`src/hw/rtl/assert_macros.svh`:
```
// assertion helpers shared by the rtl that checks itself
`ifndef ASSERT_MACROS_SVH
`define ASSERT_MACROS_SVH

// same-cycle implication, idle during reset
`define IRT_ASSERT_IMPLY(label, clk, rst_n, ante, cons) \
  label: assert property (@(posedge clk) disable iff (!rst_n) (ante) |-> (cons)) \
    else $error("same-cycle check failed");

// next-cycle implication, idle during reset
`define IRT_ASSERT_NEXT(label, clk, rst_n, ante, cons) \
  label: assert property (@(posedge clk) disable iff (!rst_n) (ante) |=> (cons)) \
    else $error("next-cycle check failed");

`endif

```
`src/hw/rtl/irt_pkg.sv`:
```
// ----------------------------------------------------------------------------
// irt_pkg
// Types and constants of the interval reservation table.
// ----------------------------------------------------------------------------
`timescale 1ns / 1ps
`default_nettype none

package irt_pkg;

  localparam int IN_BITS  = 32;
  localparam int REQ_BITS = 32;

  // result status codes
  typedef enum logic [1:0] {
    ST_ACCEPTED = 2'd0,
    ST_OVERLAP  = 2'd1,
    ST_FULL     = 2'd2,
    ST_INVALID  = 2'd3
  } status_t;

  // sequencer states
  typedef enum logic [1:0] {
    S_IDLE,
    S_SCAN,
    S_FINISH
  } state_t;

endpackage

`default_nettype wire

```
`src/hw/rtl/irt_if.sv`:
```
// ----------------------------------------------------------------------------
// irt_if
// Valid/ready channels for requests and results of the reservation table.
// ----------------------------------------------------------------------------
`timescale 1ns / 1ps
`default_nettype none

interface irt_in_if;
  logic                          valid;
  logic                          ready;
  logic [irt_pkg::IN_BITS-1:0]   range_start;
  logic [irt_pkg::IN_BITS-1:0]   range_end;

  modport source (output valid, output range_start, output range_end, input ready);
  modport sink   (input valid, input range_start, input range_end, output ready);
endinterface

interface irt_out_if;
  logic                          valid;
  logic                          ready;
  irt_pkg::status_t              status;
  logic [irt_pkg::REQ_BITS-1:0]  request_number;

  modport source (output valid, output status, output request_number, input ready);
  modport sink   (input valid, input status, input request_number, output ready);
endinterface

`default_nettype wire

```
`src/hw/rtl/irt_ram.sv`:
```
// ----------------------------------------------------------------------------
// irt_ram
// Generic single-write, single-read RAM with registered read data.
// ----------------------------------------------------------------------------
`timescale 1ns / 1ps
`default_nettype none

module irt_ram #(
  parameter int WIDTH = 64,
  parameter int DEPTH = 64,
  localparam int AW = (DEPTH > 1) ? $clog2(DEPTH) : 1
) (
  input  wire logic             clk,
  input  wire logic             we,
  input  wire logic [AW-1:0]    waddr,
  input  wire logic [WIDTH-1:0] wdata,
  input  wire logic [AW-1:0]    raddr,
  output logic      [WIDTH-1:0] rdata
);

  logic [WIDTH-1:0] mem [DEPTH];

  // write port and registered read port
  always_ff @(posedge clk) begin
    if (we) begin
      mem[waddr] <= wdata;
    end
    rdata <= mem[raddr];
  end

endmodule

`default_nettype wire

```
`src/hw/rtl/interval_reservation_table.sv`:
```
// ----------------------------------------------------------------------------
// interval_reservation_table
// Stores closed time ranges and admits a new one only if it clashes with none.
// ----------------------------------------------------------------------------
// Each request [range_start, range_end] gets one result: its running number
// and a status (accepted, overlap, table full, start after end). Ranges that
// touch at an endpoint clash; stored ranges are never released. Stored ranges
// sit in one RAM, and a single compare unit checks them one entry per cycle
// through the RAM's registered read port; a request with start after end,
// one against a full table and one against an empty table skips the scan
// and goes straight to the result. The result waits in an output register,
// so the next request may be taken while it is still pending; a request
// only finishes once that register is free, so a stalled result side holds
// off the input. Time values are taken modulo 2^TIME_BITS.
// ----------------------------------------------------------------------------
`timescale 1ns / 1ps
`default_nettype none

`include "assert_macros.svh"

module interval_reservation_table #(
  parameter int TABLE_CAPACITY = 64,
  parameter int TIME_BITS      = 32
) (
  input  wire logic  clk,
  input  wire logic  rst_n,
  irt_in_if.sink     in_ch,
  irt_out_if.source  out_ch
);

  localparam int AW = (TABLE_CAPACITY > 1) ? $clog2(TABLE_CAPACITY) : 1;
  localparam int CW = $clog2(TABLE_CAPACITY + 1);
  localparam logic [CW-1:0] CAP_C = CW'(TABLE_CAPACITY);

  irt_pkg::state_t  state_r, state_nxt;

  logic [TIME_BITS-1:0]          lo_r, hi_r;
  logic [TIME_BITS-1:0]          lo_in, hi_in;
  logic [irt_pkg::REQ_BITS-1:0]  req_cnt_r, req_cnt_nxt;
  irt_pkg::status_t              status_r;
  logic                          hit_r;
  logic [CW-1:0]                 rd_idx_r;
  logic                          data_v_r;
  logic [CW-1:0]                 count_r;
  logic                          out_valid_r;
  irt_pkg::status_t              out_status_r;
  logic [irt_pkg::REQ_BITS-1:0]  out_req_r;

  logic                          in_xfer;
  logic                          issue;
  logic                          scan_done;
  logic                          load_out;
  logic                          store;
  logic                          match;
  logic [2*TIME_BITS-1:0]        rd_data;
  logic [TIME_BITS-1:0]          e_start, e_end;

  // input fields reduced to the time width
  assign lo_in = TIME_BITS'(in_ch.range_start);
  assign hi_in = TIME_BITS'(in_ch.range_end);

  // running number skips zero on wrap
  always_comb begin
    req_cnt_nxt = req_cnt_r + irt_pkg::REQ_BITS'(1);
    if (req_cnt_nxt == '0) begin
      req_cnt_nxt = irt_pkg::REQ_BITS'(1);
    end
  end

  // shared compare unit on the entry just read
  assign e_start = rd_data[TIME_BITS-1:0];
  assign e_end   = rd_data[2*TIME_BITS-1:TIME_BITS];
  assign match   = (lo_r <= e_end) && (e_start <= hi_r);

  // range table storage, start in the low half
  irt_ram #(
    .WIDTH (2 * TIME_BITS),
    .DEPTH (TABLE_CAPACITY)
  ) u_ram (
    .clk   (clk),
    .we    (store),
    .waddr (count_r[AW-1:0]),
    .wdata ({hi_r, lo_r}),
    .raddr (rd_idx_r[AW-1:0]),
    .rdata (rd_data)
  );

  // sequencer: next state and strobes
  always_comb begin
    state_nxt = state_r;
    in_xfer   = 1'b0;
    issue     = 1'b0;
    scan_done = 1'b0;
    load_out  = 1'b0;
    store     = 1'b0;
    case (state_r)
      irt_pkg::S_IDLE: begin
        in_xfer = in_ch.valid;
        if (in_ch.valid) begin
          if ((lo_in > hi_in) || (count_r >= CAP_C) || (count_r == '0)) begin
            state_nxt = irt_pkg::S_FINISH;
          end else begin
            state_nxt = irt_pkg::S_SCAN;
          end
        end
      end
      irt_pkg::S_SCAN: begin
        issue     = (rd_idx_r < count_r);
        scan_done = !issue && !data_v_r;
        if (scan_done) begin
          state_nxt = irt_pkg::S_FINISH;
        end
      end
      irt_pkg::S_FINISH: begin
        load_out = !out_valid_r || out_ch.ready;
        store    = load_out && (status_r == irt_pkg::ST_ACCEPTED);
        if (load_out) begin
          state_nxt = irt_pkg::S_IDLE;
        end
      end
      default: begin
        state_nxt = irt_pkg::S_IDLE;
      end
    endcase
  end

  // state register
  always_ff @(posedge clk) begin
    if (!rst_n) begin
      state_r <= irt_pkg::S_IDLE;
    end else begin
      state_r <= state_nxt;
    end
  end

  // control registers
  always_ff @(posedge clk) begin
    if (!rst_n) begin
      count_r     <= '0;
      req_cnt_r   <= '0;
      out_valid_r <= 1'b0;
      data_v_r    <= 1'b0;
    end else begin
      if (in_xfer) begin
        req_cnt_r <= req_cnt_nxt;
      end
      if (store) begin
        count_r <= count_r + CW'(1);
      end
      if (load_out) begin
        out_valid_r <= 1'b1;
      end else if (out_ch.ready) begin
        out_valid_r <= 1'b0;
      end
      data_v_r <= issue;
    end
  end

  // request and scan datapath
  always_ff @(posedge clk) begin
    if (in_xfer) begin
      lo_r     <= lo_in;
      hi_r     <= hi_in;
      hit_r    <= 1'b0;
      rd_idx_r <= '0;
      if (lo_in > hi_in) begin
        status_r <= irt_pkg::ST_INVALID;
      end else if (count_r >= CAP_C) begin
        status_r <= irt_pkg::ST_FULL;
      end else begin
        status_r <= irt_pkg::ST_ACCEPTED;
      end
    end
    if (issue) begin
      rd_idx_r <= rd_idx_r + CW'(1);
    end
    if (data_v_r && match) begin
      hit_r <= 1'b1;
    end
    if (scan_done) begin
      status_r <= hit_r ? irt_pkg::ST_OVERLAP : irt_pkg::ST_ACCEPTED;
    end
    if (load_out) begin
      out_status_r <= status_r;
      out_req_r    <= req_cnt_r;
    end
  end

  // channel outputs
  assign in_ch.ready           = (state_r == irt_pkg::S_IDLE);
  assign out_ch.valid          = out_valid_r;
  assign out_ch.status         = out_status_r;
  assign out_ch.request_number = out_req_r;

  // checks
  `IRT_ASSERT_NEXT(a_busy_after_xfer, clk, rst_n, in_ch.valid && in_ch.ready, state_r != irt_pkg::S_IDLE)
  `IRT_ASSERT_NEXT(a_count_on_store, clk, rst_n, store, count_r == $past(count_r) + CW'(1))
  `IRT_ASSERT_IMPLY(a_count_bound, clk, rst_n, 1'b1, count_r <= CAP_C)
  `IRT_ASSERT_IMPLY(a_scan_in_range, clk, rst_n, state_r == irt_pkg::S_SCAN, rd_idx_r <= count_r)

endmodule

`default_nettype wire

```
`src/flat_wrapper.sv`:
```
// flat-port wrapper written by rule: the top's interface ports become plain ports
module interval_reservation_table_flat 
#(
  parameter int TABLE_CAPACITY = 64,
  parameter int TIME_BITS      = 32
)
  (clk, rst_n, in_ch_valid, in_ch_range_start, in_ch_range_end, in_ch_ready, out_ch_valid, out_ch_status, out_ch_request_number, out_ch_ready);
  irt_in_if in_ch_i ();
  irt_out_if out_ch_i ();
  input  wire logic clk;
  input  wire logic rst_n;
  input wire logic [$bits(in_ch_i.valid)-1:0] in_ch_valid;
  input wire logic [$bits(in_ch_i.range_start)-1:0] in_ch_range_start;
  input wire logic [$bits(in_ch_i.range_end)-1:0] in_ch_range_end;
  output wire logic [$bits(in_ch_i.ready)-1:0] in_ch_ready;
  output wire logic [$bits(out_ch_i.valid)-1:0] out_ch_valid;
  output wire logic [$bits(out_ch_i.status)-1:0] out_ch_status;
  output wire logic [$bits(out_ch_i.request_number)-1:0] out_ch_request_number;
  input wire logic [$bits(out_ch_i.ready)-1:0] out_ch_ready;
  assign in_ch_i.valid = in_ch_valid;
  assign in_ch_i.range_start = in_ch_range_start;
  assign in_ch_i.range_end = in_ch_range_end;
  assign in_ch_ready = in_ch_i.ready;
  assign out_ch_valid = out_ch_i.valid;
  assign out_ch_status = out_ch_i.status;
  assign out_ch_request_number = out_ch_i.request_number;
  assign out_ch_i.ready = out_ch_ready;
  interval_reservation_table #(.TABLE_CAPACITY(TABLE_CAPACITY), .TIME_BITS(TIME_BITS)) u_core (.clk(clk), .rst_n(rst_n), .in_ch(in_ch_i), .out_ch(out_ch_i));
endmodule
```
`config.mk`:
```
export PLATFORM = sky130hd
export DESIGN_NAME = interval_reservation_table_flat
export DESIGN_NICKNAME = d
export VERILOG_FILES = /design/src/hw/rtl/irt_pkg.sv /design/src/hw/rtl/irt_if.sv /design/src/hw/rtl/irt_ram.sv /design/src/hw/rtl/interval_reservation_table.sv /design/src/flat_wrapper.sv
export VERILOG_INCLUDE_DIRS = /design/src /design/src/hw/rtl
export SDC_FILE = /design/constraint.sdc
export NUM_CORES = 2
export LEC_CHECK = 0
export ABC_AREA = 1
export BUFFER_PORTS_ARGS = -buffer_cell sky130_fd_sc_hd__buf_4
export CORE_MARGIN = 4
export CORE_UTILIZATION = 40
export CTS_CLUSTER_DIAMETER = 40
export CTS_CLUSTER_SIZE = 30
export DETAILED_ROUTE_END_ITERATION = 10
export PLACE_DENSITY = 0.55
export SLEW_MARGIN = 20
export SYNTH_ARGS = -nofsm -noshare
export SYNTH_HDL_FRONTEND = slang
export SYNTH_SLANG_ARGS = --single-unit
export TNS_END_PERCENT = 5
```
`constraint.sdc`:
```
create_clock -name clk -period 7.3 [get_ports clk]
set_clock_uncertainty 0.1 [all_clocks]
set_input_delay 1.825 -clock clk [delete_from_list [all_inputs] [get_ports clk]]
set_output_delay 1.825 -clock clk [all_outputs]
set_load 0.1 [all_outputs]
```
======== Word-level counts from Yosys, hierarchy flattened ========
Memories as Yosys holds them, arrays and structs flattened. A register that Yosys moved wholly into a read port is not among the register bits.
Cells that the tools add are included.
storage, ports and cells
  flip-flop bits (word level) ............. 151
  bits in latches ......................... 0
  memory bits (writable) .................. 4096
  memory bits (read-only) ................. 0
  input port bits ......................... 68
  output and inout port bits .............. 36
  logic and storage cells ................. 66
  memories kept ........................... 1
operators by class
  $add $sub $neg .......................... 3
  $mul .................................... 0
  div/mod/pow operators ................... 0
  order comparisons ....................... 5
  equality and inequality tests ........... 5
  shift operators ......................... 0
  mux-type cells .......................... 22
  bitwise operators ....................... 0
  reduce and logical (&&, ||, !) cells .... 18
memory list
  name              words  bits a word  read ports  clocked after memory_dff  write ports  RTL line       source
  u_core.u_ram.mem  64     64           1           1                         1            irt_ram.sv:21  logic [WIDTH-1:0] mem [DEPTH];
operator list
  operator                                                   count
  <= comparator 32 bit                                       2
  adder 32 x 1 -> 32 bit (second input constant)             1
  > comparator 32 bit                                        1
  zero test 32 bit                                           1
  2-to-1 mux 32 bit                                          1
  2-to-1 mux 2 bit                                           8
  adder 7 x 1 -> 7 bit (second input constant)               2
  2-to-1 mux 7 bit                                           2
  2-to-1 mux 1 bit                                           10
  greater-or-equal comparator 7 bit (second input constant)  1
  zero test 7 bit                                            1
  < comparator 7 bit                                         1
  one-hot mux 2 bit (3 select lines)                         1
  nonzero test 2 bit                                         3
  logical AND 1 bit                                          4
  zero test 2 bit                                            2
  inequality test 2 x 1 -> 1 bit (second input constant)     2
  zero test 1 bit                                            3
  logical OR 1 bit                                           3
  AND reduction 3 bit                                        1
  == test 2 x 1 -> 1 bit (second input constant)             1
  == test 2 bit (second input constant)                      1
  inequality test 2 bit (second input constant)              1

======== Longest topological paths before layout ========
  depth after elaboration ................. 6
  depth in mapped cells ................... 15
  gate-level depth less buffers ........... 15

======== By module ========
From an unflattened synthesis, not the netlist that was laid out.
second synthesis, totals
  cell total of the unflattened synthesis .. 14416
  area, all modules ....................... 174084.5 um2
by module, submodules not included
  module                      instances  cells each  area an instance (um2)  seq. area each (um2)
  irt_ram                     1          13405       165306.0                124279.2
  interval_reservation_table  1          1011        8778.4                  4093.9

======== Worst setup path after synthesis ========
Ideal clock, no wire load.
  path kind ............................... input to register
  start ................................... input port out_ch_ready
  end ..................................... memory u_core.u_ram.mem[39][0], enable pin
  setup time .............................. 565 ps
  data arrival time ....................... 6963 ps
  required time ........................... 6635 ps
  path slack .............................. -328 ps
  stages on the path ...................... 6
  buffers on the path ..................... 0
  path through ............................ nor2_1 -> nor4_2 -> nand2_1 -> inv_1 -> nand2_1 -> nor3_1
between the ends
  cells in the longest elaborated chain, start to end .. 5
ends and longest elaborated chain
  what                                    RTL line                           source
  start: declaration                      flat_wrapper.sv:19                 input wire logic [$bits(out_ch_i.ready)-1:0] out_ch_ready;
  logical OR 1 bit                        interval_reservation_table.sv:115  load_out = !out_valid_r || out_ch.ready;
  logical AND 1 bit                       interval_reservation_table.sv:116  store = load_out && (status_r == irt_pkg::ST_ACCEPTED);
  2-to-1 mux 1 bit                        interval_reservation_table.sv:96   case (state_r)
  2-to-1 mux 1 bit                        irt_ram.sv:25                      if (we) begin
  2-to-1 mux 1 bit (not written as such)  irt_ram.sv:26                      mem[waddr] <= wdata;
  end: declaration                        irt_ram.sv:21
Every way passes these cells.

======== Final worst setup path ========
  start ................................... input port out_ch_ready
  end ..................................... memory u_core.u_ram.mem[25][49], enable pin
Same word-level chain as after synthesis.

==> summary.md <==
| Metric | Value |
|---|---|
| Cells after DPL | approximately 18,000 |
| Top post-synthesis cells by area | edfxtp_1 (75%), o21ai_0 (5.3%), nor2_1 (5.1%), o221ai_1 (2.8%), o211ai_1 (2.2%) |
| Fin nets | between 10,000 and 15,000 |
| CP Max Fanout | 26 |
| Antenna viol nets, final | 0 |
| Number of enable flip-flop cells after synthesis | 4,203 |
| Adder-cell share of the synthesized area | 0.00783 |
| FFs w/ async S/R, synth | 0 |
| Vias in the first global route | 106,000 |
| Most frequent cells in the layout | edfxtp_1 (4,203), nor2_1 (2,235), o21ai_0 (1,805) |
| Cell Area, Placed | 0.177 mm^2 |
| Drt total wl | 566,000 um |
| Full die area | 0.434 mm^2 |
| Max cap viols | 0 |
| CTS max path bufs | 4 |
| Top cell type by total area after synthesis | edfxtp_1 |
| DRC | 0 |
| Syn Inst Count | 12,400 |
| Fin crit share | 0.739 |
| Routability cong. | about 0.86 |
| Cts hold-fix bufs | 0 |
| Grt ovf | 0 |
| Seq/Total Area, Yosys | 0.758 |
| Synth Area in XOR/XNOR | 0.000259 |
| DRT iter0 DRCs | 16,100 |
| Final setup margin | between 1.5 and 2 ns |
| Post-DP HPWL | 314,000 um |
| Avg Cell Area, Syn | 13.7 um^2 |
| Initial Utilization | 0.402 |
| Worst slack, placed | 1.19 ns |
| Clock sink total | 4,311 |
| Combinational share of power | 0.137 |
| Hold_sp | u_core.hit_r |
| Setup Viol. Count Final | 0 |
| Ratio of cells with drive above 1 in the final layout | 0.112 |
| Max-slew violations | 0 |
| Postcts setup bufs | 0 |
| Initial antenna violation count | 35 |
| Yosys cell types | 39 |
| Setup crit start kind | primary input |
| Endpoint class of the critical path | register |
| Layout Cells excl Fill | 18,600 |
| FP Rows | about 240 |
| Sw frac | 0.282 |
| FF+latch count, synth | 4,311 |
| Height of the chip | 659 um |
| Max_slew headroom | 0.164 |
| Max Fclk | 185 MHz |
| Final core occ | 0.467 |
| PostCTS Resize Cnt | 0 |
| H-tree depth | 6 |
| CTS Root Cell | clkbuf_16 |
| YS warnings | 0 |
| Leak Pwr | approximately 63 nW |
| Wire per inst | 30.4 um |
| Core area | 0.421 mm^2 |
| Total GRT Usage | 0.252 |
| Most common cell after layout, fill and taps aside | edfxtp_1 |
| PortBufs | 103 |
| Vias/cell | 6.03 |
| Power share of the sequential group | 0.433 |
| R2r worst-path depth | 9 |
| Setup TNS Final | 0 ns |
| Hold Crit Class | register to register |
| Clock power frac | 0.430 |
| Power Density | 330 mW/mm^2 |
| Cell area after layout | 0.196 mm^2 |
| Critical path class | primary input to register |
| CTS tree | built |
| Clock transition at the registers of the reported paths | ~0.060 ns |
| Final hold vios | 0 |
| Worst Hold Path EP | u_core.hit_r |
| Slew of the pin with the lowest slew margin | 1.24 ns |
| TritonCTS Buffers | 553 |
| Internal | between 0.04 and 0.05 W |
| RR Endpoint | u_core.u_ram.mem[25][49] |
| Synth Area in Compound Gates | 0.126 |
| Peak supply drop | 0.224 mV |
| Largest net degree at the start of global routing | about 210 |
| Switch Pwr | 0.0183 W |
| Clock latency on the worst-skew pair | 1.11 ns |
| Crit Reg-Reg Startpoint | u_core.state_r[1] |
| RSZ-0062 raised after global routing | no |
| Synth-to-layout area growth | 16.0% |
| Largest family of logic cells by synthesized area | compound AO/OA/AOI/OAI gates |
| Crit path DAT | 6.02 ns |
| Pre-antenna DRT Iters | 6 |
| Top_reg_cell synth | edfxtp_1 |
| Filler Cell Count | roughly 37,000 |
| Via count | 112,000 |
| Critical Path RT | 7.92 ns |
| R2r setup slk | 2.23 ns |
| First-pass GRT wire length | between 700,000 and 800,000 um |
| Die width | 659 um |
| Num ports | ~100 |
| Hold Crit Depth | 2 |
| Final min period | 5.39 ns |
| Post-Synth Simple-Gate Area | 0.0782 |
| Syn nets | 12,600 |
| Status | finished clean |
| Post-synth top area share | 0.745 |
| Multiplexer share of the synthesized area | 0.00254 |
| Synthesized area | 0.169 mm^2 |
==> sequential cells by signal, indices dropped and copies added, names as in the netlist, 2 cells and up <==
signal / count
u_core.hi_r: 32
u_core.u_ram.mem: 4096
u_core.out_ch.request_number: 32
u_core.req_cnt_r: 32
u_core.status_r: 2
u_core.state_r: 2
u_core.out_ch.status: 2
u_core.rd_idx_r: 7
u_core.u_ram.rdata: 64
u_core.count_r: 7
u_core.lo_r: 32
==> kinds of logic (layout without fill, tap and decap cells) <==
kind of cell / count (synthesis) / after routing
and+or+nand+nor: 3334 / 3334
other: 0 / 12
AOI/OAI and AO/OA: 3519 / 3519
DFF: 4311 / 4311
buffers and inverters: 1060 / 1632
muxes: 43 / 43
adders and majority gates: 106 / 106
xor gates and xnor gates: 5 / 5
==> layout make-up <==
type	instances	area, um^2	share of cell area
clock buffer	633	14500	0.0737
sequential	4311	128000	0.653
antenna	12	30.0	0.000153
clock inverter	380	4580	0.0233
tap	5640	7060	0.0359
multi-input combinational	7007	36900	0.188
timing repair buffer	451	4420	0.0225
inverter	168	687	0.00350
==> worst max-delay path by stage <==
stage	depth (start not counted)	slack, ns	start	end
after floorplan	6	1.22	out_ch_ready	u_core.u_ram.mem[13][0]
after detailed placement	8	1.19	out_ch_ready	u_core.u_ram.mem[25][58]
final	8	1.91	out_ch_ready	u_core.u_ram.mem[25][49]
after CTS	8	2.28	out_ch_ready	u_core.u_ram.mem[25][15]
after global placement	8	1.13	out_ch_ready	u_core.u_ram.mem[24][47]
after global routing	8	2.05	out_ch_ready	u_core.u_ram.mem[34][61]
==> critical path: stages <==
cell     delay (ns)
buf_4          0.11
nor2_1         0.08
nor4_2         1.00
inv_1          0.25
nor2_1         0.35
nand2_1        0.68
nor2_4         1.09
buf_4          0.55
==> through the flow <==
step	hold slack, ns	total power (W)
2_1_floorplan	0.326	0.0335
3_3_place_gp	0.354	0.0372
3_5_place_dp	0.353	0.0374
4_1_cts	0.362	0.0651
5_1_grt	0.386	0.0669
6_report	0.368	0.0649
==> synth_stat cells (all sizes together) (106+ instances only) <==
| master | count |
|---|---|
| buf | 341 |
| clkbuf | 551 |
| dfxtp | 108 |
| edfxtp | 4203 |
| ha | 106 |
| inv | 164 |
| nand2 | 536 |
| nand3 | 441 |
| nor2 | 2305 |
| o211ai | 489 |
| o21ai | 2032 |
| o221ai | 540 |
| o22ai | 356 |
==> power by group through the flow <==
| stage | combinational [W] | sequential (W) | clock (W) |
|---|---|---|---|
| after detailed placement | 0.00876 | 0.0286 | 0 |
| after floorplan | 0.00450 | 0.0290 | 0 |
| after CTS | 0.00878 | 0.0281 | 0.0282 |
| after global placement | 0.00862 | 0.0286 | 0 |
| final | 0.00887 | 0.0281 | 0.0279 |
| after global routing | 0.00943 | 0.0281 | 0.0293 |
==> per-layer routing <==
metal	up-vias	GRT usage	part of all wire
met2	6601	0.387	0.45
met3	991	0.0568	0.11
met5	-	0	0
li1	47500	-	-
met1	57000	0.352	0.40
met4	0	0.0921	0.038
Note: power is estimated with default switching activity, not from simulation.
